`src/hdl/tscv_pkg.sv`:
```
// Shared types and constants for the touch sample calibration block.
`timescale 1ns / 1ps
package tscv_pkg;

  localparam int unsigned RAW_COORD_BITS_DEF = 10;
  localparam int unsigned COEF_W = 32;
  localparam int unsigned DIV_W = 31;
  localparam int unsigned GAP_W = 16;
  localparam int unsigned TIME_W = 32;
  localparam int unsigned COORD_W = 16;
  localparam int unsigned VIEW_W = 2;
  localparam int unsigned OUT_DATA_W = 40;
  localparam int unsigned APB_DATA_W = 32;
  localparam int unsigned APB_ADDR_W = 5;
  localparam int unsigned REG_IDX_W = 3;

  localparam logic [REG_IDX_W-1:0] REG_COEF_A = 3'd0;
  localparam logic [REG_IDX_W-1:0] REG_COEF_B = 3'd1;
  localparam logic [REG_IDX_W-1:0] REG_COEF_C = 3'd2;
  localparam logic [REG_IDX_W-1:0] REG_COEF_D = 3'd3;
  localparam logic [REG_IDX_W-1:0] REG_COEF_E = 3'd4;
  localparam logic [REG_IDX_W-1:0] REG_COEF_F = 3'd5;
  localparam logic [REG_IDX_W-1:0] REG_DIVISOR = 3'd6;
  localparam logic [REG_IDX_W-1:0] REG_GAP = 3'd7;

  localparam logic [VIEW_W-1:0] VIEW_STARTUP = 2'd0;
  localparam logic [VIEW_W-1:0] VIEW_LOADING = 2'd1;
  localparam logic [VIEW_W-1:0] VIEW_MAIN = 2'd2;

  typedef struct packed {
    logic signed [COEF_W-1:0] coef_a;
    logic signed [COEF_W-1:0] coef_b;
    logic signed [COEF_W-1:0] coef_c;
    logic signed [COEF_W-1:0] coef_d;
    logic signed [COEF_W-1:0] coef_e;
    logic signed [COEF_W-1:0] coef_f;
    logic [DIV_W-1:0]         cal_divisor;
    logic [GAP_W-1:0]         sample_gap_ms;
  } cfg_t;

  typedef enum logic [2:0] {
    LP_IDLE,
    LP_MAC,
    LP_OFF,
    LP_ABS,
    LP_DIV
  } lane_phase_e;

  typedef enum logic [1:0] {
    ST_IDLE,
    ST_CALC,
    ST_LOAD
  } top_state_e;

endpackage

```
`src/hdl/touch_sample_calibrate_and_view_step_top.sv`:
```
// Top level of the touch poll block: poll qualification, calibration lanes and view cycle.
//
// Usage: each transfer on the s_axis channel is one touch poll, packed in
// tdata as now_ms, panel_touched, raw_x and raw_y from the lowest bit up.
// Each poll yields exactly one transfer on the m_axis channel carrying the
// held calibrated coordinates, the sample and edge flags and the view index.
// Registers are to be written over the APB port only while the block is idle;
// the block itself does not enforce this. A poll that does not take a new
// sample goes from acceptance into the load state and then into the output
// register, and the block is ready for the next poll in the same cycle that
// this result appears. A poll that takes a sample runs both coordinates
// through bit-serial lanes: shift-and-add over the RAW_COORD_BITS bits of
// each reading, an offset step and a sign step, then the restoring divider
// over the 34 + RAW_COORD_BITS bit sum, one bit per cycle, and then through
// the done register and the load state into the output register. One poll
// is worked on at a time.
// The result sits in an output register; while the receiver stalls, the block
// finishes the next poll and then waits for that register to drain.
// Reset clears the held state, the view and the registers to their defaults;
// the block accepts a poll in the first cycle after reset is released.
`timescale 1ns / 1ps
module touch_sample_calibrate_and_view_step_top #(
  parameter int unsigned RAW_COORD_BITS = tscv_pkg::RAW_COORD_BITS_DEF,
  parameter int unsigned IN_DATA_W = ((2 * RAW_COORD_BITS + 33 + 7) / 8) * 8
) (
  input  logic                                clk_i,
  input  logic                                rst_ni,
  input  logic                                psel,
  input  logic                                penable,
  input  logic                                pwrite,
  input  logic [tscv_pkg::APB_ADDR_W-1:0]     paddr,
  input  logic [tscv_pkg::APB_DATA_W-1:0]     pwdata,
  output logic [tscv_pkg::APB_DATA_W-1:0]     prdata,
  output logic                                pready,
  input  logic                                s_axis_tvalid_i,
  output logic                                s_axis_tready_o,
  // now_ms, panel_touched, raw_x, raw_y, zero fill
  input  logic [IN_DATA_W-1:0]                s_axis_tdata_i,
  output logic                                m_axis_tvalid_o,
  input  logic                                m_axis_tready_i,
  // display_x, display_y, new_sample, pressed_now, press_edge,
  // release_edge, view_index
  output logic [tscv_pkg::OUT_DATA_W-1:0]     m_axis_tdata_o
);

  localparam int unsigned TOUCH_POS = tscv_pkg::TIME_W;
  localparam int unsigned RX_LSB = TOUCH_POS + 1;
  localparam int unsigned RY_LSB = RX_LSB + RAW_COORD_BITS;

  tscv_pkg::cfg_t                 cfg;
  tscv_pkg::top_state_e           state_q, state_d;

  logic [tscv_pkg::TIME_W-1:0]    now_w;
  logic                           touched_w;
  logic [RAW_COORD_BITS-1:0]      rx_w, ry_w;
  logic [tscv_pkg::TIME_W-1:0]    elapsed;
  logic                           qual_w;
  logic                           accept;
  logic                           out_free;
  logic                           lane_start;
  logic                           load_en;
  logic                           ready;

  logic [tscv_pkg::TIME_W-1:0]    now_q;
  logic                           touched_q, qual_q;
  logic [tscv_pkg::TIME_W-1:0]    last_time_q;
  logic                           pressed_q;
  logic [tscv_pkg::VIEW_W-1:0]    view_q, view_d;
  logic [tscv_pkg::COORD_W-1:0]   held_x_q, held_y_q;
  logic                           m_valid_q;
  logic [tscv_pkg::OUT_DATA_W-1:0] m_data_q;

  logic                           x_done, y_done;
  logic [tscv_pkg::COORD_W-1:0]   x_res, y_res;

  logic                           fresh, new_pressed, down, up;
  logic [tscv_pkg::COORD_W-1:0]   x_next, y_next;

  tscv_regs u_regs (
    .clk_i   (clk_i),
    .rst_ni  (rst_ni),
    .psel    (psel),
    .penable (penable),
    .pwrite  (pwrite),
    .paddr   (paddr),
    .pwdata  (pwdata),
    .prdata  (prdata),
    .pready  (pready),
    .cfg_o   (cfg)
  );

  assign now_w = s_axis_tdata_i[tscv_pkg::TIME_W-1:0];
  assign touched_w = s_axis_tdata_i[TOUCH_POS];
  assign rx_w = s_axis_tdata_i[RX_LSB +: RAW_COORD_BITS];
  assign ry_w = s_axis_tdata_i[RY_LSB +: RAW_COORD_BITS];
  assign elapsed = now_w - last_time_q;
  assign qual_w = elapsed > tscv_pkg::TIME_W'(cfg.sample_gap_ms);
  assign accept = s_axis_tvalid_i && ready;
  assign out_free = !m_valid_q || m_axis_tready_i;

  tscv_lane #(.RAW_BITS(RAW_COORD_BITS)) u_lane_x (
    .clk_i   (clk_i),
    .rst_ni  (rst_ni),
    .start_i (lane_start),
    .wx_i    (cfg.coef_a),
    .wy_i    (cfg.coef_b),
    .off_i   (cfg.coef_c),
    .rx_i    (rx_w),
    .ry_i    (ry_w),
    .div_i   (cfg.cal_divisor),
    .done_o  (x_done),
    .res_o   (x_res)
  );

  tscv_lane #(.RAW_BITS(RAW_COORD_BITS)) u_lane_y (
    .clk_i   (clk_i),
    .rst_ni  (rst_ni),
    .start_i (lane_start),
    .wx_i    (cfg.coef_d),
    .wy_i    (cfg.coef_e),
    .off_i   (cfg.coef_f),
    .rx_i    (rx_w),
    .ry_i    (ry_w),
    .div_i   (cfg.cal_divisor),
    .done_o  (y_done),
    .res_o   (y_res)
  );

  always_comb begin
    state_d = state_q;
    case (state_q)
      tscv_pkg::ST_IDLE: begin
        if (accept) begin
          state_d = (qual_w && touched_w) ? tscv_pkg::ST_CALC : tscv_pkg::ST_LOAD;
        end
      end
      tscv_pkg::ST_CALC: if (x_done) state_d = tscv_pkg::ST_LOAD;
      tscv_pkg::ST_LOAD: if (out_free) state_d = tscv_pkg::ST_IDLE;
      default:           state_d = tscv_pkg::ST_IDLE;
    endcase
  end

  always_comb begin
    ready = 1'b0;
    lane_start = 1'b0;
    load_en = 1'b0;
    case (state_q)
      tscv_pkg::ST_IDLE: begin
        ready = 1'b1;
        lane_start = s_axis_tvalid_i && qual_w && touched_w;
      end
      tscv_pkg::ST_CALC: ready = 1'b0;
      tscv_pkg::ST_LOAD: load_en = out_free;
      default:           ready = 1'b0;
    endcase
  end

  assign s_axis_tready_o = ready;

  assign fresh = qual_q && touched_q;
  assign new_pressed = qual_q ? touched_q : pressed_q;
  assign down = new_pressed && !pressed_q;
  assign up = !new_pressed && pressed_q;
  assign x_next = fresh ? x_res : held_x_q;
  assign y_next = fresh ? y_res : held_y_q;

  always_comb begin
    view_d = view_q;
    if (up) begin
      case (view_q)
        tscv_pkg::VIEW_STARTUP: view_d = tscv_pkg::VIEW_LOADING;
        tscv_pkg::VIEW_LOADING: view_d = tscv_pkg::VIEW_MAIN;
        tscv_pkg::VIEW_MAIN:    view_d = tscv_pkg::VIEW_STARTUP;
        default:                view_d = view_q;
      endcase
    end
  end

  always_ff @(posedge clk_i or negedge rst_ni) begin
    if (!rst_ni) begin
      state_q <= tscv_pkg::ST_IDLE;
      last_time_q <= '0;
      pressed_q <= 1'b0;
      view_q <= tscv_pkg::VIEW_STARTUP;
      held_x_q <= '0;
      held_y_q <= '0;
      m_valid_q <= 1'b0;
    end else begin
      state_q <= state_d;
      if (load_en) begin
        pressed_q <= new_pressed;
        view_q <= view_d;
        held_x_q <= x_next;
        held_y_q <= y_next;
        if (fresh) begin
          last_time_q <= now_q;
        end
        m_valid_q <= 1'b1;
      end else if (m_axis_tready_i) begin
        m_valid_q <= 1'b0;
      end
    end
  end

  always_ff @(posedge clk_i) begin
    if (accept) begin
      now_q <= now_w;
      touched_q <= touched_w;
      qual_q <= qual_w;
    end
    if (load_en) begin
      m_data_q <= {2'b00, view_d, up, down, new_pressed, fresh, y_next, x_next};
    end
  end

  assign m_axis_tvalid_o = m_valid_q;
  assign m_axis_tdata_o = m_data_q;

`ifndef SYNTHESIS
  a_lanes_in_step: assert property (@(posedge clk_i) disable iff (!rst_ni)
    x_done == y_done)
    else $error("calibration lanes finished in different cycles");

  a_done_in_calc: assert property (@(posedge clk_i) disable iff (!rst_ni)
    x_done |-> state_q == tscv_pkg::ST_CALC)
    else $error("lane finished outside of a calculation");

  a_one_poll: assert property (@(posedge clk_i) disable iff (!rst_ni)
    (s_axis_tvalid_i && s_axis_tready_o) |=> !s_axis_tready_o)
    else $error("second poll accepted before the first was finished");

  a_view_range: assert property (@(posedge clk_i) disable iff (!rst_ni)
    view_q != 2'd3)
    else $error("view index left its cycle");

  a_edges_exclusive: assert property (@(posedge clk_i) disable iff (!rst_ni)
    load_en |-> !(up && down))
    else $error("press and release reported for the same poll");
`endif

endmodule

```
`src/hdl/tscv_regs.sv`:
```
// APB configuration registers of the calibration block.
`timescale 1ns / 1ps
module tscv_regs (
  input  logic                                clk_i,
  input  logic                                rst_ni,
  input  logic                                psel,
  input  logic                                penable,
  input  logic                                pwrite,
  input  logic [tscv_pkg::APB_ADDR_W-1:0]     paddr,
  input  logic [tscv_pkg::APB_DATA_W-1:0]     pwdata,
  output logic [tscv_pkg::APB_DATA_W-1:0]     prdata,
  output logic                                pready,
  output tscv_pkg::cfg_t                      cfg_o
);

  tscv_pkg::cfg_t                    cfg_q;
  tscv_pkg::cfg_t                    cfg_d;
  logic [tscv_pkg::REG_IDX_W-1:0]    idx;
  logic                              wr_en;

  assign pready = 1'b1;
  assign idx = paddr[tscv_pkg::APB_ADDR_W-1:2];
  assign wr_en = psel && penable && pwrite;
  assign cfg_o = cfg_q;

  always_comb begin
    cfg_d = cfg_q;
    if (wr_en) begin
      case (idx)
        tscv_pkg::REG_COEF_A:  cfg_d.coef_a = pwdata;
        tscv_pkg::REG_COEF_B:  cfg_d.coef_b = pwdata;
        tscv_pkg::REG_COEF_C:  cfg_d.coef_c = pwdata;
        tscv_pkg::REG_COEF_D:  cfg_d.coef_d = pwdata;
        tscv_pkg::REG_COEF_E:  cfg_d.coef_e = pwdata;
        tscv_pkg::REG_COEF_F:  cfg_d.coef_f = pwdata;
        tscv_pkg::REG_DIVISOR: cfg_d.cal_divisor = pwdata[tscv_pkg::DIV_W-1:0];
        tscv_pkg::REG_GAP:     cfg_d.sample_gap_ms = pwdata[tscv_pkg::GAP_W-1:0];
        default:               cfg_d = cfg_q;
      endcase
    end
  end

  always_comb begin
    case (idx)
      tscv_pkg::REG_COEF_A:  prdata = cfg_q.coef_a;
      tscv_pkg::REG_COEF_B:  prdata = cfg_q.coef_b;
      tscv_pkg::REG_COEF_C:  prdata = cfg_q.coef_c;
      tscv_pkg::REG_COEF_D:  prdata = cfg_q.coef_d;
      tscv_pkg::REG_COEF_E:  prdata = cfg_q.coef_e;
      tscv_pkg::REG_COEF_F:  prdata = cfg_q.coef_f;
      tscv_pkg::REG_DIVISOR: prdata = {1'b0, cfg_q.cal_divisor};
      tscv_pkg::REG_GAP:     prdata = {16'd0, cfg_q.sample_gap_ms};
      default:               prdata = '0;
    endcase
  end

  always_ff @(posedge clk_i or negedge rst_ni) begin
    if (!rst_ni) begin
      cfg_q.coef_a <= '0;
      cfg_q.coef_b <= '0;
      cfg_q.coef_c <= '0;
      cfg_q.coef_d <= '0;
      cfg_q.coef_e <= '0;
      cfg_q.coef_f <= '0;
      cfg_q.cal_divisor <= tscv_pkg::DIV_W'(1);
      cfg_q.sample_gap_ms <= '0;
    end else begin
      cfg_q <= cfg_d;
    end
  end

endmodule

```
`src/hdl/tscv_lane.sv`:
```
// Bit-serial affine sum and signed restoring division for one coordinate.
`timescale 1ns / 1ps
module tscv_lane #(
  parameter int unsigned RAW_BITS = tscv_pkg::RAW_COORD_BITS_DEF
) (
  input  logic                                  clk_i,
  input  logic                                  rst_ni,
  input  logic                                  start_i,
  input  logic signed [tscv_pkg::COEF_W-1:0]    wx_i,
  input  logic signed [tscv_pkg::COEF_W-1:0]    wy_i,
  input  logic signed [tscv_pkg::COEF_W-1:0]    off_i,
  input  logic [RAW_BITS-1:0]                   rx_i,
  input  logic [RAW_BITS-1:0]                   ry_i,
  input  logic [tscv_pkg::DIV_W-1:0]            div_i,
  output logic                                  done_o,
  output logic [tscv_pkg::COORD_W-1:0]          res_o
);

  localparam int unsigned SUM_W = tscv_pkg::COEF_W + RAW_BITS + 2;
  localparam int unsigned CNT_W = $clog2(SUM_W + 1);

  tscv_pkg::lane_phase_e phase_q, phase_d;
  logic [CNT_W-1:0]                 cnt_q, cnt_d;
  logic                             done_q, done_d;
  logic                             cnt_last;
  logic                             do_start, do_mac, do_off, do_abs, do_div;

  logic signed [SUM_W-1:0]          acc_q;
  logic signed [tscv_pkg::COEF_W-1:0] wx_q, wy_q, off_q;
  logic [RAW_BITS-1:0]              rx_q, ry_q;
  logic [tscv_pkg::DIV_W-1:0]       div_q;
  logic [tscv_pkg::DIV_W-1:0]       rem_q;
  logic [tscv_pkg::COORD_W-1:0]     quo_q;
  logic                             neg_q;
  logic [tscv_pkg::COORD_W-1:0]     res_q;

  logic signed [SUM_W-1:0]          wx_ext, wy_ext, off_ext;
  logic signed [SUM_W-1:0]          mac_sum;
  logic [tscv_pkg::DIV_W:0]         trial, div_ext, diff;
  logic                             ge;
  logic [tscv_pkg::COORD_W-1:0]     quo_next, res_next;

  assign cnt_last = (cnt_q == CNT_W'(1));

  always_comb begin
    phase_d = phase_q;
    case (phase_q)
      tscv_pkg::LP_IDLE: if (start_i) phase_d = tscv_pkg::LP_MAC;
      tscv_pkg::LP_MAC:  if (cnt_last) phase_d = tscv_pkg::LP_OFF;
      tscv_pkg::LP_OFF:  phase_d = tscv_pkg::LP_ABS;
      tscv_pkg::LP_ABS:  phase_d = tscv_pkg::LP_DIV;
      tscv_pkg::LP_DIV:  if (cnt_last) phase_d = tscv_pkg::LP_IDLE;
      default:           phase_d = tscv_pkg::LP_IDLE;
    endcase
  end

  always_comb begin
    do_start = 1'b0;
    do_mac = 1'b0;
    do_off = 1'b0;
    do_abs = 1'b0;
    do_div = 1'b0;
    case (phase_q)
      tscv_pkg::LP_IDLE: do_start = start_i;
      tscv_pkg::LP_MAC:  do_mac = 1'b1;
      tscv_pkg::LP_OFF:  do_off = 1'b1;
      tscv_pkg::LP_ABS:  do_abs = 1'b1;
      tscv_pkg::LP_DIV:  do_div = 1'b1;
      default:           do_start = 1'b0;
    endcase
  end

  always_comb begin
    cnt_d = cnt_q;
    if (do_start) begin
      cnt_d = CNT_W'(RAW_BITS);
    end else if (do_abs) begin
      cnt_d = CNT_W'(SUM_W);
    end else if (do_mac || do_div) begin
      cnt_d = cnt_q - CNT_W'(1);
    end
  end

  assign done_d = do_div && cnt_last;

  always_ff @(posedge clk_i or negedge rst_ni) begin
    if (!rst_ni) begin
      phase_q <= tscv_pkg::LP_IDLE;
      cnt_q <= '0;
      done_q <= 1'b0;
    end else begin
      phase_q <= phase_d;
      cnt_q <= cnt_d;
      done_q <= done_d;
    end
  end

  assign wx_ext = SUM_W'(wx_q);
  assign wy_ext = SUM_W'(wy_q);
  assign off_ext = SUM_W'(off_q);
  assign mac_sum = (acc_q <<< 1) + (rx_q[RAW_BITS-1] ? wx_ext : '0)
                   + (ry_q[RAW_BITS-1] ? wy_ext : '0);

  assign trial = {rem_q, acc_q[SUM_W-1]};
  assign div_ext = {1'b0, div_q};
  assign ge = (trial >= div_ext);
  assign diff = trial - div_ext;
  assign quo_next = {quo_q[tscv_pkg::COORD_W-2:0], ge};
  assign res_next = neg_q ? (tscv_pkg::COORD_W'(0) - quo_next) : quo_next;

  always_ff @(posedge clk_i) begin
    if (do_start) begin
      acc_q <= '0;
      wx_q <= wx_i;
      wy_q <= wy_i;
      off_q <= off_i;
      rx_q <= rx_i;
      ry_q <= ry_i;
      div_q <= (div_i == '0) ? tscv_pkg::DIV_W'(1) : div_i;
    end else if (do_mac) begin
      acc_q <= mac_sum;
      rx_q <= rx_q << 1;
      ry_q <= ry_q << 1;
    end else if (do_off) begin
      acc_q <= acc_q + off_ext;
    end else if (do_abs) begin
      neg_q <= acc_q[SUM_W-1];
      acc_q <= acc_q[SUM_W-1] ? -acc_q : acc_q;
      rem_q <= '0;
      quo_q <= '0;
    end else if (do_div) begin
      acc_q <= acc_q <<< 1;
      rem_q <= ge ? diff[tscv_pkg::DIV_W-1:0] : trial[tscv_pkg::DIV_W-1:0];
      quo_q <= quo_next;
      if (cnt_last) begin
        res_q <= res_next;
      end
    end
  end

  assign done_o = done_q;
  assign res_o = res_q;

endmodule

```
`config.mk`:
```
export PLATFORM = sky130hd
export DESIGN_NAME = touch_sample_calibrate_and_view_step_top
export DESIGN_NICKNAME = d
export VERILOG_FILES = /design/src/hdl/tscv_pkg.sv /design/src/hdl/touch_sample_calibrate_and_view_step_top.sv /design/src/hdl/tscv_regs.sv /design/src/hdl/tscv_lane.sv
export SDC_FILE = /design/constraint.sdc
export NUM_CORES = 2
export LEC_CHECK = 0
export BUFFER_PORTS_ARGS = -buffer_cell sky130_fd_sc_hd__buf_2
export CAP_MARGIN = 25
export CORE_MARGIN = 2
export CORE_UTILIZATION = 69
export DETAILED_ROUTE_END_ITERATION = 10
export HOLD_SLACK_MARGIN = 0.03
export PLACE_DENSITY = 0.87
export SETUP_SLACK_MARGIN = 0.15
export SLEW_MARGIN = 30
export SYNTH_ARGS = -nofsm -noshare
export SYNTH_HDL_FRONTEND = slang
export SYNTH_HIERARCHICAL = 1
export SYNTH_SLANG_ARGS = --single-unit
```
`constraint.sdc`:
```
create_clock -name clk_i -period 22.5 [get_ports clk_i]
set_clock_uncertainty 0.2 [all_clocks]
set_input_delay 1.125 -clock clk_i [delete_from_list [all_inputs] [get_ports clk_i]]
set_output_delay 1.125 -clock clk_i [all_outputs]
set_load 0.01 [all_outputs]
```
==> flow_summary_export.csv <==
group,metric,value,unit
logic_synthesis,netlist_area,56900,um^2
power_and_ir_drop,power.internal,5060,uW
worst_setup_path,cp_max_fo,108,
global_route,grt_pass1_wl,254000,um
status,outcome,"finished, violations left",
die,io_pins,175,
cts,clock_path_buffers,3,
sta,final_period_minus_worst_setup_slack,7.45,ns
finish,drive_above_1_share,13.9,%
worst_setup_path,worstSetupPathType,"input pin to register",
drt,drt_iter0_drc,6141,
power_and_ir_drop,p_comb_share,52.6,%
worst_setup_path,cp_cell_sequence,"buf_2 > ha_1 > nor2b_1 > o2111a_1 > or2_2 > a21o_1 > a21o_1 > a21oi_1 > o21bai_1 > xor2_1 > ha_1 > nand4_1 > a2111oi_0 > o41ai_1 > o221ai_1 > a211oi_1 > and4_1 > a41oi_2 > and2_2 > nand3b_1 > buf_4 > inv_8 > buf_4",
finish,regArea,24700,um^2
min_path,worstHoldStart,"now_q[29]",
cts,cts_setup_buffers,0,
power_and_ir_drop,pwr-share-seq,29.6,%
drt,dr_total_vias,46400,
logic_synthesis,syn_inst,5561,
worst_setup_path,crit_path_start_kind,"input pin",
die,rows,105,
sta,drv_slew,0,
worst_setup_path,end_kind,"register",
sta,max_freq,0.134,GHz
finish,area_growth,7.94,%
global_route,overflow,0,
cts,clk_pin_slew,0.06,ns
worst_setup_path,r2r-end,"u_lane_y/div_q[23]",
worst_setup_path,r2r_cells,23,
drt,routedWlPerCell,24.5,um
cts,cts_hold_buf,0,
finish,fin_area,61400,um^2
drt,wirelength,165000,um
global_route,grt_max_degree,173,
logic_synthesis,syn_avg_cell_area,10.2,um^2
sta,fin_setup_tns,0,ns
worst_setup_path,path_delay_family,"compound AO/OA/AOI/OAI gates",
status,violations,"DRC",
worst_setup_path,max_stage_delay,0.84,ns
finish,fin_nets,6040,
placement,dp_hpwl,111000,um
power_and_ir_drop,power_switching_share,44.0,%
finish,layout_commonest_cell,"edfxtp_1",
sta,finalCritPeriodShare,33.1,%
worst_setup_path,required,22.58,ns
global_route,antenna_found_initial,14,
worst_setup_path,r2r_start,"last_time_q[1]",
worst_setup_path,rrSetupSlack,15.18,ns
min_path,whs_endpoint,"last_time_q[29]",
power_and_ir_drop,power_density,147,nW/um^2
drt,drc_errors,1,
die,start_util,69.5,%
die,dieWidth,291,um
cts,clk_latency,0.69,ns
sta,setup_viol,0,
sta,hold_violations,0,
logic_synthesis,yosys_warnings,6,
finish,nFillCells,5293,
worst_setup_path,cp.buffers_inverters,4,
die,die_area,84700,um^2
global_route,grt_pass1_vias,45000,
min_path,holdPathStages,2,
min_path,min_path_type,"register to register",
placement,placed_area,58100,um^2
die,die_h,291,um
die,core,81800,um^2
power_and_ir_drop,p_leak,0.0251,uW
power_and_ir_drop,pwr-share-clk,17.8,%
finish,layout_common_cells,"edfxtp_1 (492), nand2_1 (470), a21oi_1 (450), o21ai_0 (341), dfrtp_1 (327)",
cts,cts_buffers,94,
sta,slew_headroom,28.1,%
placement,gp_congestion,1.00,
cts,h-tree-depth,3,
sta,max_slew.worst_pin.slew,1.08,ns
cts,cts_tree,"built",
drt,ant_nets,0,
drt,avgViaCountPerCell,6.89,
cts,cts_sinks,908,
cts,cts_root_buf,"clkbuf_16",
global_route,grt_use_total,38.1,%
worst_setup_path,worstPathArrival,7.52,ns
power_and_ir_drop,irDropWorstVdd,130,uV
worst_setup_path,worstSetupPathDepth,23,
worst_setup_path,slowest_stage,"buf_4",
finish,multiInputGateArea,29900,um^2
sta,rsz0062_at_grt,"no",
placement,io_buffer_count,166,
cts,cts_repair_resize_count,0,
job,drv_cap,0,
drt,first_pass_iters,11,
power_and_ir_drop,power.switching,3980,uW
[layer usage]
metal | vias up | wire (um) | track usage, %
met5 | - | 34 | 0
met4 | 6 | 8870 | 19.4
met3 | 604 | 19000 | 8.62
met2 | 3011 | 74300 | 58.9
met1 | 22300 | 62700 | 50.8
li1 | 20400 | - | -
[how the worst max path moves through the flow]
stage	slack, ns	endpoint	startpoint
global route	14.58	u_lane_y/div_q[13]	s_axis_tdata_i[1]
finish	15.05	u_lane_y/div_q[23]	s_axis_tdata_i[1]
CTS	15.03	u_lane_y/div_q[13]	s_axis_tdata_i[1]
floorplan	13.16	u_lane_x/div_q[0]	s_axis_tdata_i[1]
global placement	14.51	u_lane_y/div_q[29]	s_axis_tdata_i[0]
detailed placement	14.40	u_lane_y/div_q[29]	s_axis_tdata_i[1]
[registers in the layout, summed over array words and instances, names as in the netlist, 38 cells and up]
signal	cells
m_axis_tdata_o	38
u_lane_x/acc_q	44
u_lane_y/acc_q	44
u_regs/cfg_o	239
[worst register-to-register path: cells and delay by family, from the launching register on]
family / cells / cell delay [ns]
adders and majority gates: 2 / 0.57
DFF: 1 / 0.38
xor gates and xnor gates: 1 / 0.15
and+or+nand+nor: 6 / 1.47
buffers and inverters: 4 / 2.00
AOI/OAI and AO/OA: 10 / 2.10
[power groups by stage]
stage,clock network (uW),registers [uW],logic [uW]
2_1_floorplan,0,2490,3630
3_3_place_gp,0,2650,4420
3_5_place_dp,0,2670,4560
4_1_cts,1610,2650,4640
5_1_grt,1680,2710,5210
6_report,1610,2670,4760
[per-stage QoR]
step / utilization [%] / instances / worst slack, ns / hold WS, ns / total power (uW)
after floorplan: - / 5562 / 13.16 / 0.206 / 6130
final: 75.0 / 6725 / 15.05 / 0.254 / 9040
after global placement: 70.9 / 6529 / 14.51 / 0.229 / 7060
after global routing: 75.0 / 6720 / 14.58 / 0.266 / 9610
after CTS: 74.8 / 6709 / 15.03 / 0.250 / 8900
after detailed placement: 71.0 / 6531 / 14.40 / 0.236 / 7230
[cell type report]
| type | count | area share, % |
|---|---|---|
| Antenna cell | 13 | 0.0530 |
| Tap cell | 1070 | 2.18 |
| Clock inverter | 54 | 0.974 |
| Multi-Input combinational cell | 4106 | 48.7 |
| Timing Repair Buffer | 222 | 2.25 |
| Clock buffer | 124 | 4.16 |
| Sequential cell | 908 | 40.3 |
| Inverter | 228 | 1.41 |
Note: power is estimated with default switching activity, not from simulation.
